### src/hw/rtl/tob_pkg.sv
// ----------------------------------------------------------------------------
// tob_pkg
// Shared types and constants of the TCP option builder: request modes,
// option kinds and the decoded request record passed to the byte emitter.
// ----------------------------------------------------------------------------
package tob_pkg;

  // Size of the option area in bytes
  localparam int unsigned MaxOptionBytes = 40;
  // Longest single option (timestamps)
  localparam int unsigned MaxRunBytes    = 10;

  localparam int unsigned LenW = 6;
  localparam int unsigned CntW = 4;

  typedef enum logic [2:0] {
    MODE_CLEAR   = 3'd0,
    MODE_NOP     = 3'd1,
    MODE_MSS     = 3'd2,
    MODE_WSCALE  = 3'd3,
    MODE_SACKOK  = 3'd4,
    MODE_TSTAMP  = 3'd5,
    MODE_PAD     = 3'd6,
    MODE_INVALID = 3'd7
  } mode_e;

  // Option kinds and lengths
  localparam logic [7:0] KindNop    = 8'h01;
  localparam logic [7:0] KindMss    = 8'h02;
  localparam logic [7:0] LenMss     = 8'h04;
  localparam logic [7:0] KindWscale = 8'h03;
  localparam logic [7:0] LenWscale  = 8'h03;
  localparam logic [7:0] KindSackOk = 8'h04;
  localparam logic [7:0] LenSackOk  = 8'h02;
  localparam logic [7:0] KindTstamp = 8'h08;
  localparam logic [7:0] LenTstamp  = 8'h0A;

  // One decoded request; count of zero means a single item without a byte
  typedef struct packed {
    logic [MaxRunBytes-1:0][7:0] bytes;
    logic [CntW-1:0]             count;
    logic [LenW-1:0]             base;
    logic                        status;
    logic [LenW-1:0]             len_after;
    logic [5:0]                  mask_after;
  } req_t;

endpackage

### src/hw/rtl/tob_encode.sv
// ----------------------------------------------------------------------------
// tob_encode
// Encodes one option request against the current area length and mask:
// builds the option bytes, checks for overflow and gives the next state.
// ----------------------------------------------------------------------------
module tob_encode
  import tob_pkg::*;
(
  input  logic [2:0]      mode_i,
  input  logic [31:0]     first_value_i,
  input  logic [31:0]     second_value_i,
  input  logic [LenW-1:0] len_i,
  input  logic [5:0]      mask_i,
  output req_t            req_o,
  output logic [LenW-1:0] len_next_o,
  output logic [5:0]      mask_next_o
);

  logic [MaxRunBytes-1:0][7:0] bytes;
  logic [CntW-1:0]             n;
  logic                        known;
  logic                        overflow;
  logic [6:0]                  room;
  logic [LenW-1:0]             len_sum;
  logic [5:0]                  mask_add;

  // Build the option bytes for the mode
  always_comb begin
    bytes = '0;
    n     = '0;
    known = 1'b1;
    case (mode_e'(mode_i))
      MODE_NOP: begin
        bytes[0] = KindNop;
        n        = CntW'(1);
      end
      MODE_MSS: begin
        bytes[0] = KindMss;
        bytes[1] = LenMss;
        bytes[2] = first_value_i[15:8];
        bytes[3] = first_value_i[7:0];
        n        = CntW'(4);
      end
      MODE_WSCALE: begin
        bytes[0] = KindWscale;
        bytes[1] = LenWscale;
        bytes[2] = first_value_i[7:0];
        n        = CntW'(3);
      end
      MODE_SACKOK: begin
        bytes[0] = KindSackOk;
        bytes[1] = LenSackOk;
        n        = CntW'(2);
      end
      MODE_TSTAMP: begin
        bytes[0] = KindTstamp;
        bytes[1] = LenTstamp;
        bytes[2] = first_value_i[31:24];
        bytes[3] = first_value_i[23:16];
        bytes[4] = first_value_i[15:8];
        bytes[5] = first_value_i[7:0];
        bytes[6] = second_value_i[31:24];
        bytes[7] = second_value_i[23:16];
        bytes[8] = second_value_i[15:8];
        bytes[9] = second_value_i[7:0];
        n        = CntW'(10);
      end
      MODE_PAD: begin
        // zero bytes up to the next multiple of four
        n = CntW'((2'd0 - len_i[1:0]) & 2'd3);
      end
      MODE_CLEAR: begin
        n = '0;
      end
      default: begin
        known = 1'b0;
      end
    endcase
  end

  // Reject on overflow of the area or an unknown mode
  assign room     = 7'(MaxOptionBytes) - 7'(len_i);
  assign overflow = (7'(len_i) > 7'(MaxOptionBytes)) || (7'(n) > room);
  assign len_sum  = len_i + LenW'(n);
  assign mask_add = 6'(1) << (mode_i - 3'd1);

  // Next state and the request record
  always_comb begin
    req_o.bytes = bytes;
    req_o.base  = len_i;
    if (mode_e'(mode_i) == MODE_CLEAR) begin
      len_next_o       = '0;
      mask_next_o      = '0;
      req_o.count      = '0;
      req_o.status     = 1'b0;
      req_o.len_after  = '0;
      req_o.mask_after = '0;
    end else if (!known || overflow) begin
      len_next_o       = len_i;
      mask_next_o      = mask_i;
      req_o.count      = '0;
      req_o.status     = 1'b1;
      req_o.len_after  = len_i;
      req_o.mask_after = mask_i;
    end else begin
      len_next_o       = len_sum;
      mask_next_o      = mask_i | mask_add;
      req_o.count      = n;
      req_o.status     = 1'b0;
      req_o.len_after  = len_sum;
      req_o.mask_after = mask_i | mask_add;
    end
  end

endmodule

### src/hw/rtl/tcp_option_builder_core.sv
// ----------------------------------------------------------------------------
// tcp_option_builder_core
// Appends TCP header options to a 40-byte option area, one request per
// input transaction, and emits each written byte with its offset.
// ----------------------------------------------------------------------------
//   channel | handshake           | payload
//   --------+---------------------+-----------------------------------------
//   in      | in_valid_i/ready_o  | mode_i, first_value_i, second_value_i
//   out     | out_valid_o/ready_i | out_byte_o, byte_valid_o, byte_offset_o,
//           |                     | last_of_run_o, status_o, length_after_o,
//           |                     | options_present_o
//
// A request gives one output transaction per written byte (1 to 10) or one
// when nothing is written. The next request is taken in the cycle the last
// item of the current one leaves, so the output runs without gaps while
// requests are offered. Reset empties the area and the option mask. A
// stalled output holds the current item and the input.
// ----------------------------------------------------------------------------
module tcp_option_builder_core
  import tob_pkg::*;
(
  input  logic            clk_i,
  input  logic            rst_ni,
  input  logic            in_valid_i,
  output logic            in_ready_o,
  input  logic [2:0]      mode_i,
  input  logic [31:0]     first_value_i,
  input  logic [31:0]     second_value_i,
  output logic            out_valid_o,
  input  logic            out_ready_i,
  output logic [7:0]      out_byte_o,
  output logic            byte_valid_o,
  output logic [LenW-1:0] byte_offset_o,
  output logic            last_of_run_o,
  output logic            status_o,
  output logic [LenW-1:0] length_after_o,
  output logic [5:0]      options_present_o
);

  logic [LenW-1:0] len_q, len_d;
  logic [5:0]      mask_q, mask_d;
  logic            busy_q;
  logic [CntW-1:0] idx_q;
  req_t            req_q, req_d;
  logic            in_fire, out_fire, last;

  tob_encode u_encode (
    .mode_i        (mode_i),
    .first_value_i (first_value_i),
    .second_value_i(second_value_i),
    .len_i         (len_q),
    .mask_i        (mask_q),
    .req_o         (req_d),
    .len_next_o    (len_d),
    .mask_next_o   (mask_d)
  );

  // Drive the current item from the held request
  assign last     = (req_q.count == '0) || (idx_q == req_q.count - CntW'(1));
  assign out_fire = busy_q && out_ready_i;
  assign in_ready_o = !busy_q || (out_ready_i && last);
  assign in_fire  = in_valid_i && in_ready_o;

  assign out_valid_o       = busy_q;
  assign byte_valid_o      = (req_q.count != '0);
  assign out_byte_o        = (req_q.count != '0) ? req_q.bytes[idx_q] : 8'h00;
  assign byte_offset_o     = (req_q.count != '0) ? req_q.base + LenW'(idx_q) : '0;
  assign last_of_run_o     = last;
  assign status_o          = req_q.status;
  assign length_after_o    = req_q.len_after;
  assign options_present_o = req_q.mask_after;

  // Update area state at acceptance; advance through the run
  always_ff @(posedge clk_i or negedge rst_ni) begin
    if (!rst_ni) begin
      len_q  <= '0;
      mask_q <= '0;
      busy_q <= 1'b0;
      idx_q  <= '0;
    end else begin
      if (in_fire) begin
        len_q  <= len_d;
        mask_q <= mask_d;
        busy_q <= 1'b1;
        idx_q  <= '0;
      end else if (out_fire) begin
        if (last) begin
          busy_q <= 1'b0;
        end else begin
          idx_q <= idx_q + CntW'(1);
        end
      end
    end
  end

  // Hold the decoded request
  always_ff @(posedge clk_i) begin
    if (in_fire) begin
      req_q <= req_d;
    end
  end

endmodule

### config.mk
export PLATFORM = sky130hd
export DESIGN_NAME = tcp_option_builder_core
export DESIGN_NICKNAME = d
export VERILOG_FILES = /design/src/hw/rtl/tob_pkg.sv /design/src/hw/rtl/tob_encode.sv /design/src/hw/rtl/tcp_option_builder_core.sv
export SDC_FILE = /design/constraint.sdc
export NUM_CORES = 1
export LEC_CHECK = 0
export ABC_AREA = 1
export BUFFER_PORTS_ARGS = -buffer_cell sky130_fd_sc_hd__buf_2
export CORE_MARGIN = 2
export CORE_UTILIZATION = 45
export CTS_BUF_LIST = sky130_fd_sc_hd__clkbuf_4
export DETAILED_ROUTE_END_ITERATION = 16
export PLACE_DENSITY = 0.77
export SETUP_SLACK_MARGIN = 0.1
export SKIP_CTS_REPAIR_TIMING = 1
export SLEW_MARGIN = 20
export SYNTH_ARGS = -nofsm -noshare
export SYNTH_HDL_FRONTEND = slang
export SYNTH_HIERARCHICAL = 1
export SYNTH_SLANG_ARGS = --single-unit
### constraint.sdc
create_clock -name clk_i -period 6.6 [get_ports clk_i]
set_input_delay 1.32 -clock clk_i [delete_from_list [all_inputs] [get_ports clk_i]]
set_output_delay 1.32 -clock clk_i [all_outputs]
set_load 0.01 [all_outputs]
# ---- Yosys cells after proc, flatten, opt, wreduce, memory -nomap -nowiden
# Cells that the tools add are included.
dict set report totals {
  reg_bits 120
  input_bits 71
}
dict set report op_classes {
  n_addsub 7
  reduce_logical 19
  n_bitwise 1
  n_mux 21
  n_shift 1
  n_eq_ne 9
  order_cmp 3
}
# operator n
set op_table {}
lappend op_table {{$bmux W8 S4} 1}
lappend op_table {{$mux W6} 5}
lappend op_table {{$pmux W4 S6} 1}
lappend op_table {{$pmux W8 S3} 1}
lappend op_table {{$pmux W4 S5} 1}
lappend op_table {{$mux W8} 2}
lappend op_table {{$pmux W4 S4} 1}
lappend op_table {{$pmux W8 S2} 1}
lappend op_table {{$mux W13} 1}
lappend op_table {{$add A6 B4 Y6} 2}
lappend op_table {{$mux W4} 3}
lappend op_table {{$eq A3 B3 Y1 const B} 3}
lappend op_table {{$gt A4 B7 Y1} 1}
lappend op_table {{$reduce_or A7 Y1} 1}
lappend op_table {{$sub A6 B6 Y7 const A} 1}
lappend op_table {{$eq A3 B2 Y1 const B} 2}
lappend op_table {{$gt A6 B6 Y1 const B} 1}
lappend op_table {{$or A6 B6 Y6} 1}
lappend op_table {{$reduce_and A2 Y1} 3}
lappend op_table {{$shl A1 B3 Y6 const A} 1}
lappend op_table {{$lt A4 B5 Y1 const B} 1}
lappend op_table {{$add A4 B1 Y4 const B} 1}
lappend op_table {{$eq A4 B4 Y1} 1}
lappend op_table {{$logic_not A4 Y1} 1}
lappend op_table {{14 further kinds} 24}

# ---- Logic depth before layout (Yosys ltp)
# Gate-level depths: netlist of run 1.
dict set report depth {
  ltp_word 8
  depth_mapped 20
  depth_no_buf 19
}

# ---- Modules after synthesis
# Netlist of run 1, hierarchy kept.
# module cells_per_inst seq_area_each_um2 n_inst area_per_inst_um2
set by_module_without_submodules {}
lappend by_module_without_submodules {tcp_option_builder_core 415 3518.4 1 4989.8}
lappend by_module_without_submodules {tob_encode 316 0.0 1 1559.0}

# ---- Worst setup path after synthesis of run 1
# Ideal clock, no wire load.
dict set report synth_path {
  path_type {input -> register}
  startpoint {input port mode_i[2]}
  endpoint {register req_q (netlist bit length_after_o[2]) (data pin)}
  arrival_time_ps 3234
  path_buffers 4
  path_slack_ps 3115
  path_stages 17
  required_time_ps 6349
  cell_sequence {buf_4 > inv_2 > nor2_4 > clkbuf_1 > ha_1 > inv_1 > nor2_1 > nand3_1 > nand2_1 > inv_1 > nand2_1 > nand2_4 > nand3_4 > buf_6 > nor2_1 > nor2_1 > buf_4}
}
dict set report synth_via {
  elab_chain_len 6
}
# element line
set synth_rtl {}
lappend synth_rtl {{from (decl)} tcp_option_builder_core.sv:26} ;# input logic [2:0] mode_i,
lappend synth_rtl {{$eq A3 B3 Y1 (tied with other cells)} tob_encode.sv:32} ;# case (mode_e'(mode_i))
lappend synth_rtl {{$pmux W4 S6 / $reduce_or A7 Y1 (equally long branches)} n/a}
lappend synth_rtl {{$gt A4 B7 Y1 / $mux W1 (equally long branches)} {tob_encode.sv:83, tob_encode.sv:32}}
lappend synth_rtl {{$logic_or A1 B1 Y1 / $logic_not A1 Y1 (equally long branches)} {tob_encode.sv:83, tob_encode.sv:98}}
lappend synth_rtl {{$logic_or A1 B1 Y1} tob_encode.sv:98} ;# end else if (!known || overflow) begin
lappend synth_rtl {{$mux W13} tob_encode.sv:98}
lappend synth_rtl {{to (signal assigned)} tcp_option_builder_core.sv:99} ;# req_q <= req_d;
lappend synth_rtl {{to (decl)} tcp_option_builder_core.sv:44} ;# req_t req_q, req_d;
# Several ways; a longest one is shown, not always the timed one.
# A chain may end at the register's enable or synchronous reset.

# ---- Final worst setup path of run 1
dict set report layout_path {
  startpoint {register idx_q[1]}
  endpoint {output port byte_offset_o[4]}
}
dict set report layout_via {
  elab_chain_len 2
}
# element line
set layout_rtl {}
lappend layout_rtl {{from (decl)} tcp_option_builder_core.sv:43} ;# logic [CntW-1:0] idx_q;
lappend layout_rtl {{from (signal assigned)} tcp_option_builder_core.sv:90} ;# idx_q <= idx_q + CntW'(1);
lappend layout_rtl {{$add A6 B4 Y6} tcp_option_builder_core.sv:67} ;# assign byte_offset_o = (req_q.count != '0) ? req_q.base + LenW'(idx_q) : '0;
lappend layout_rtl {{$mux W6} tcp_option_builder_core.sv:67}
lappend layout_rtl {{to (decl)} tcp_option_builder_core.sv:33} ;# output logic [LenW-1:0] byte_offset_o,
# No other way between the ends.

==> reports/qor.tcl, run 1 <==
set qor(setup_total_negative_slack_ps) 0
set qor(synthDistinctLibCells) 33
set qor(vias_per_cell) 4.99
set qor(io_pins) 102
set qor(netlist.top_cell.by_area) {sky130_fd_sc_hd__edfxtp_1}
set qor(synthFlopType) {sky130_fd_sc_hd__edfxtp_1}
set qor(cts-root-to-sink-buffers) 2
set qor(min-delay-start) {mask_q[4]}
set qor(first_pass_grt_wire_length_um) 22500
set qor(layout_setup_ws_ps) 2300
set qor(final_core_util_pct) 49.8
set qor(p_switching_w) 0.00101
set qor(detail_route.wl_per_cell_um) 14.3
set qor(synth.top_cells.by_area) {sky130_fd_sc_hd__edfxtp_1, sky130_fd_sc_hd__nand2_1, sky130_fd_sc_hd__dfrtp_1, sky130_fd_sc_hd__nor2_1, sky130_fd_sc_hd__inv_1}
set qor(htree_depth) 4
set qor(critPathLaunchType) {flop}
set qor(num_vias) 4957
set qor(fillerInstances) 1305
set qor(synth-seq-area-share_pct) 53.7
set qor(worst-path-max-fanout) 24
set qor(fin_skew_ps) 20.6
set qor(cap_violations) 0
set qor(clkLatencyLatePin_ps) 540
set qor(drtAntennaViolNets) 0
set qor(worst-endpoint-required_ps) 5280
set qor(grt.overflow.total) 0
set qor(p_sw_share_pct) 41.0
set qor(core_region_area_um2) 14400
set qor(dp.final_hpwl_um) 9630
set qor(path_class) {flop to primary output}
set qor(synth_commonest_cells) {sky130_fd_sc_hd__nand2_1, sky130_fd_sc_hd__nor2_1, sky130_fd_sc_hd__edfxtp_1}
set qor(ys_async_sr_fraction_pct) 14.2
set qor(syn_to_final_growth_pct) 9.36
set qor(rsz0062_at_grt) {false}
set qor(finalHoldWorstSlack_ps) 498
set qor(cts_buffer_count) 17
set qor(finalNetCount) 884
set qor(wirelength_um) 14200
set qor(synthCells) 731
set qor(floorplan.initialDensity_pct) 45.6
set qor(setup.worst_path.start) {idx_q[1]}
set qor(power.clock.fraction_pct) 20.2
set qor(clockRootBuffer) {sky130_fd_sc_hd__clkbuf_4}
set qor(fp.dieArea_um2) 15500
set qor(cp_slowest_stage_delay_ps) 840
set qor(endpoint_kind) {primary output}
set qor(ys_seq_elements) 120
set qor(period_minus_slack_ps) 4300
set qor(power.static_leakage_nw) 3.33
set qor(timing.critical_path.cells) {inv_1, fa_1, inv_1, a31oi_1, xor2_1, nor2_1, buf_2}
set qor(die_width_um) 125
set qor(post-route-period-util_pct) 65.2
set qor(post_synth_fa_ha_maj_area_fraction_pct) 3.67
set qor(grt_util_all_layers_pct) 18.3
set qor(detailedPlace.worstSlack_ps) 2890
set qor(count_of_pins_over_their_slew_limit) 0
set qor(max_slew_margin_pct) 35.1
set qor(floorplan.rows) 44
set qor(ys.warnings.count) 6
set qor(synth_edf_count) 103
set qor(setup-violations-final) 0
set qor(gp_routability_congestion) 0.870
set qor(timing_hold_violations_final) 0
set qor(post-synth-top-count-cell) {sky130_fd_sc_hd__nand2_1}
set qor(synthDominantCellAreaShare_pct) 47.2
set qor(antenna_found_initial) 1
set qor(cellPowerDensity_nw_per_um2) 343
set qor(drtPass1Iterations) 5
set qor(seq_power_share_pct) 41.4
set qor(post_synth_and_or_nand_nor_area_fraction_pct) 19.0
set qor(synthesis.area_um2) 6550
set qor(clock-sinks) 120
set qor(totalPowerFinal_w) 0.00245
set qor(run_status) {finished, final reports clean}
set qor(synth_compound_gate_area_share_pct) 9.44
set qor(slowest_stage) {sky130_fd_sc_hd__dfrtp_1}
set qor(combPwrFrac_pct) 38.3
set qor(clock_tree_from_tritoncts) {built}
set qor(grt_pass1_vias) 4635
set qor(clkSlewWorstSetupHoldPaths_ps) 130
set qor(remaining_drcs) 0
set qor(dieHeight_um) 125
set qor(critical_path.reg2reg.startpoint) {idx_q[2]}
set qor(post_route_cells_drive_above_1_share_pct) 18.9
set qor(slew_of_the_pin_with_the_lowest_slew_margin_ps) 966
set qor(detail_route.iter0.violations) 507
set qor(intPower_w) 0.00145
set qor(hold_path_class) {flop to flop}
set qor(synth_top_family_by_area) {simple AND/OR/NAND/NOR gates}
set qor(worst_case_register_to_register_setup_slack_ps) 3040
set qor(syn-mean-instance-area_um2) 8.96
set qor(grt_max_degree) 80
set qor(area_share_of_xor_xnor_cells_in_the_synthesized_design_pct) 1.20
set qor(cp_common_cell) {sky130_fd_sc_hd__inv_1}
set qor(synth.mux.area_fraction_pct) 0
set qor(ir_worst_vdd_mv) 0.113
set qor(worst_path_arrival_time_ps) 2980
set qor(io_buffer_count) 101
set qor(max_freq_mhz) 232
## layout make-up
type	count	area, um2	share of cell area (%)
Antenna cell	1	2.50	0.0349
Clock buffer	17	128	1.78
Clock inverter	15	140	1.96
Inverter	109	412	5.75
Multi-Input combinational cell	444	2210	30.9
Sequential cell	120	3520	49.1
Tap cell	184	230	3.21
Timing Repair Buffer	103	520	7.27
## registers in the layout (all words and copies together), names as in the netlist
register           flops
req_q                 90
len_q                  6
length_after_o         6
mask_q                 6
options_present_o      6
idx_q                  4
out_valid_o            1
status_o               1
## per-layer routing
layer  track usage (%)  wire [um]  vias up
met5                 0          0        -
met4              8.13        378        0
met3              3.52        822       26
met2              30.4       6850      179
met1              23.3       6130     2284
li1                  -          -     2468
## worst max-delay path: cells and delay by family (launching register included)
family,cells,cell delay (ps)
AOI/OAI and AO/OA,1,90
xor gates and xnor gates,1,150
adders and majority gates,1,520
buffers and inverters,3,730
DFF,1,840
and+or+nand+nor,1,110
## worst paths after layout
path                                    endpoint  depth (start not counted)
max in group asynchronous               len_q[4]                          1
worst max register to register         req_q[27]                          9
worst min register to register         mask_q[4]                          2
min in group asynchronous               idx_q[0]                          1
worst max-delay path            byte_offset_o[4]                          7
worst min-delay path                   mask_q[4]                          2
## placed cells by master, fill, tap and decap left out, drive strengths merged, types with 2 or more instances in the layout
master / instances
edfxtp: 103
nand3: 24
o211ai: 3
a21oi: 17
ha: 16
buf: 103
dfrtp: 17
inv: 115
nand2: 160
a31oi: 4
fa: 2
nor2: 114
o21ai: 57
clkinv: 4
o221ai: 14
clkinvlp: 4
conb: 8
clkbuf: 17
nand4: 4
a22oi: 7
xor2: 8
o22ai: 4
## stage by stage
stage	instances	cell area [um2]
CTS	992	7160
floorplan	738	6580
detailed placement	960	6890
global route	993	7160
finish	993	7160
global placement	960	6890
## power groups by stage
stage / Sequential (W) / Clock, W / Combinational [W]
detailed placement: 0.00103 / 0 / 0.000938
global route: 0.00103 / 0.000536 / 0.00106
CTS: 0.00102 / 0.000503 / 0.000942
finish: 0.00102 / 0.000497 / 0.000941
global placement: 0.00103 / 0 / 0.000919
floorplan: 0.000984 / 0 / 0.000794
## cell families after synthesis
kind of cell | Yosys count
and+or+nand+nor | 303
buffers and inverters | 174
DFF | 120
AOI/OAI and AO/OA | 106
adders and majority gates | 18
xor gates and xnor gates | 9
other | 1
No activity file was read; power rests on OpenSTA's default activity.
==> run 2: changes to the inputs <==
- PLACE_DENSITY: 0.77 -> 0.79
- clock period: 6.6 -> 3.6 ns (I/O delays scaled with it)
==> run 2 against run 1 <==
Effect of this change: total power up 93%; non-clock buffer count up 8; critical path type unchanged; via count up 2.1%; global-route usage up 1.2 points; clock power up 120%.
==> reports/qor.tcl, run 2 (synthesis results as in run 1) <==
set qor(run_status) {finished, final reports clean}
set qor(hold_path_class) {input port to asynchronous set/reset pin}
set qor(most-common-layout-cells) {sky130_fd_sc_hd__nand2_1, sky130_fd_sc_hd__nor2_1, sky130_fd_sc_hd__edfxtp_1, sky130_fd_sc_hd__inv_1, sky130_fd_sc_hd__buf_2}
set qor(multiInputGateArea_um2) 2210
set qor(die_width_um) 125
set qor(setup_total_negative_slack_ps) 0
set qor(cts_buffer_count) 17
set qor(drtPass1Iterations) 5
set qor(floorplan.rows) 44
set qor(worst_case_register_to_register_setup_slack_ps) 870
set qor(path_class) {flop to primary output}
set qor(drtAntennaViolNets) 0
set qor(largest_register) {req_q}
set qor(wirelength_um) 14700
set qor(ir_worst_vdd_mv) 0.209
set qor(num_vias) 5062
set qor(fp.dieArea_um2) 15500
set qor(grt_util_all_layers_pct) 19.5
set qor(io_pins) 102
set qor(setup.worst_path.end) {out_byte_o[3]}
set qor(fin_skew_ps) 19.9
set qor(grt_max_degree) 83
set qor(post-route-period-util_pct) 94.4
set qor(antenna_found_initial) 1
set qor(gp_routability_congestion) 0.869
set qor(worst-endpoint-required_ps) 2880
set qor(cellPowerDensity_nw_per_um2) 649
set qor(fillerInstances) 1284
set qor(cts-root-to-sink-buffers) 2
set qor(htree_depth) 4
set qor(timing.critical_path.buf_inv) 3
set qor(slowest_stage) {sky130_fd_sc_hd__inv_1}
set qor(grt.overflow.total) 0
set qor(max_slew_margin_pct) 44.1
set qor(critPathLaunchType) {flop}
set qor(dieHeight_um) 125
set qor(power.static_leakage_nw) 3.41
set qor(core_region_area_um2) 14400
set qor(timing_hold_violations_final) 0
set qor(layout.cells.most_common) {sky130_fd_sc_hd__nand2_1}
set qor(timing.critical_path.cells) {buf_4, inv_1, o21ai_0, o221ai_1, nand3_1, a21oi_1, buf_2}
set qor(count_of_pins_over_their_slew_limit) 0
set qor(sequential_cell_area_um2) 3520
set qor(io_buffer_count) 101
set qor(clock-sinks) 120
set qor(clockRootBuffer) {sky130_fd_sc_hd__clkbuf_4}
set qor(detail_route.iter0.violations) 547
set qor(period_minus_slack_ps) 3400
set qor(cp_slowest_stage_delay_ps) 480
set qor(detail_route.wl_per_cell_um) 14.7
set qor(worst_r2r_path_depth) 18
set qor(cell_class_contributing_the_biggest_share_of_worst_path_delay) {buffers and inverters}
set qor(syn_to_final_growth_pct) 11.4
set qor(floorplan.initialDensity_pct) 45.6
set qor(finalHoldWorstSlack_ps) 138
set qor(cp.depth) 7
set qor(dp.final_hpwl_um) 10100
set qor(grt_pass1_vias) 4907
set qor(clock_tree_from_tritoncts) {built}
set qor(setup.worst_path.start) {idx_q[1]}
set qor(num_antenna_cells) 0
set qor(slew_of_the_pin_with_the_lowest_slew_margin_ps) 837
set qor(post_route_cells_drive_above_1_share_pct) 19.6
set qor(critical_path.reg2reg.endpoint) {len_q[5]}
set qor(cap_violations) 0
set qor(final_core_util_pct) 50.8
set qor(clkLatencyLatePin_ps) 530
set qor(first_pass_grt_wire_length_um) 23900
set qor(number_of_flip_flops_in_the_largest_register) 90
set qor(endpoint_kind) {primary output}
set qor(worst_path_arrival_time_ps) 2680
set qor(rsz0062_at_grt) {true}
set qor(finalNetCount) 892
set qor(worst-path-max-fanout) 24
set qor(critical_path.reg2reg.startpoint) {len_q[0]}
set qor(clkSlewWorstSetupHoldPaths_ps) 110
set qor(remaining_drcs) 0
set qor(vias_per_cell) 5.07
set qor(max_freq_mhz) 294
set qor(setup-violations-final) 0
==> run 2: layout make-up <==
| cell class | count | area share, % |
|---|---|---|
| clock buffers | 18 | 1.85 |
| clock inverters | 13 | 2.67 |
| inverters | 109 | 5.68 |
| multi-input cells | 444 | 30.3 |
| flip-flops and latches | 120 | 48.2 |
| well taps | 184 | 3.16 |
| repair buffers | 111 | 8.13 |
==> run 2: metal layers <==
layer / up-vias / GRT usage, % / wire length [um]
met5: - / 0 / 13
met4: 2 / 7.07 / 224
met3: 20 / 5.15 / 1050
met2: 201 / 32.2 / 7220
met1: 2358 / 24.8 / 6160
li1: 2481 / - / -
==> run 2: per-stage QoR <==
step                instance area, um2  cells  worst slack (ps)  total power, W
floorplan                         6580    738               715         0.00326
global placement                  6960    968               699         0.00362
detailed placement                6960    968               588         0.00366
CTS                               7290    999              78.9         0.00475
global route                      7300    999              80.0         0.00507
finish                            7300    999               203         0.00474
==> run 2: power breakdown <==
part           total (W)  leakage (nW)  internal, W  switching (W)
clock            0.00109         0.166     0.000564       0.000522
combinational    0.00183          2.07     0.000637        0.00119
sequential       0.00182          1.17      0.00169       0.000131
==> run 2: worst min path at each step <==
stage / startpoint / end / slack, ps / depth (start not counted)
after floorplan: rst_ni / idx_q[0] / 420 / 0
after global placement: mask_q[0] / mask_q[0] / 460 / 2
after detailed placement: mask_q[2] / mask_q[2] / 470 / 2
after CTS: rst_ni / idx_q[1] / 100 / 1
after global routing: rst_ni / idx_q[0] / 120 / 1
final: rst_ni / idx_q[0] / 140 / 1
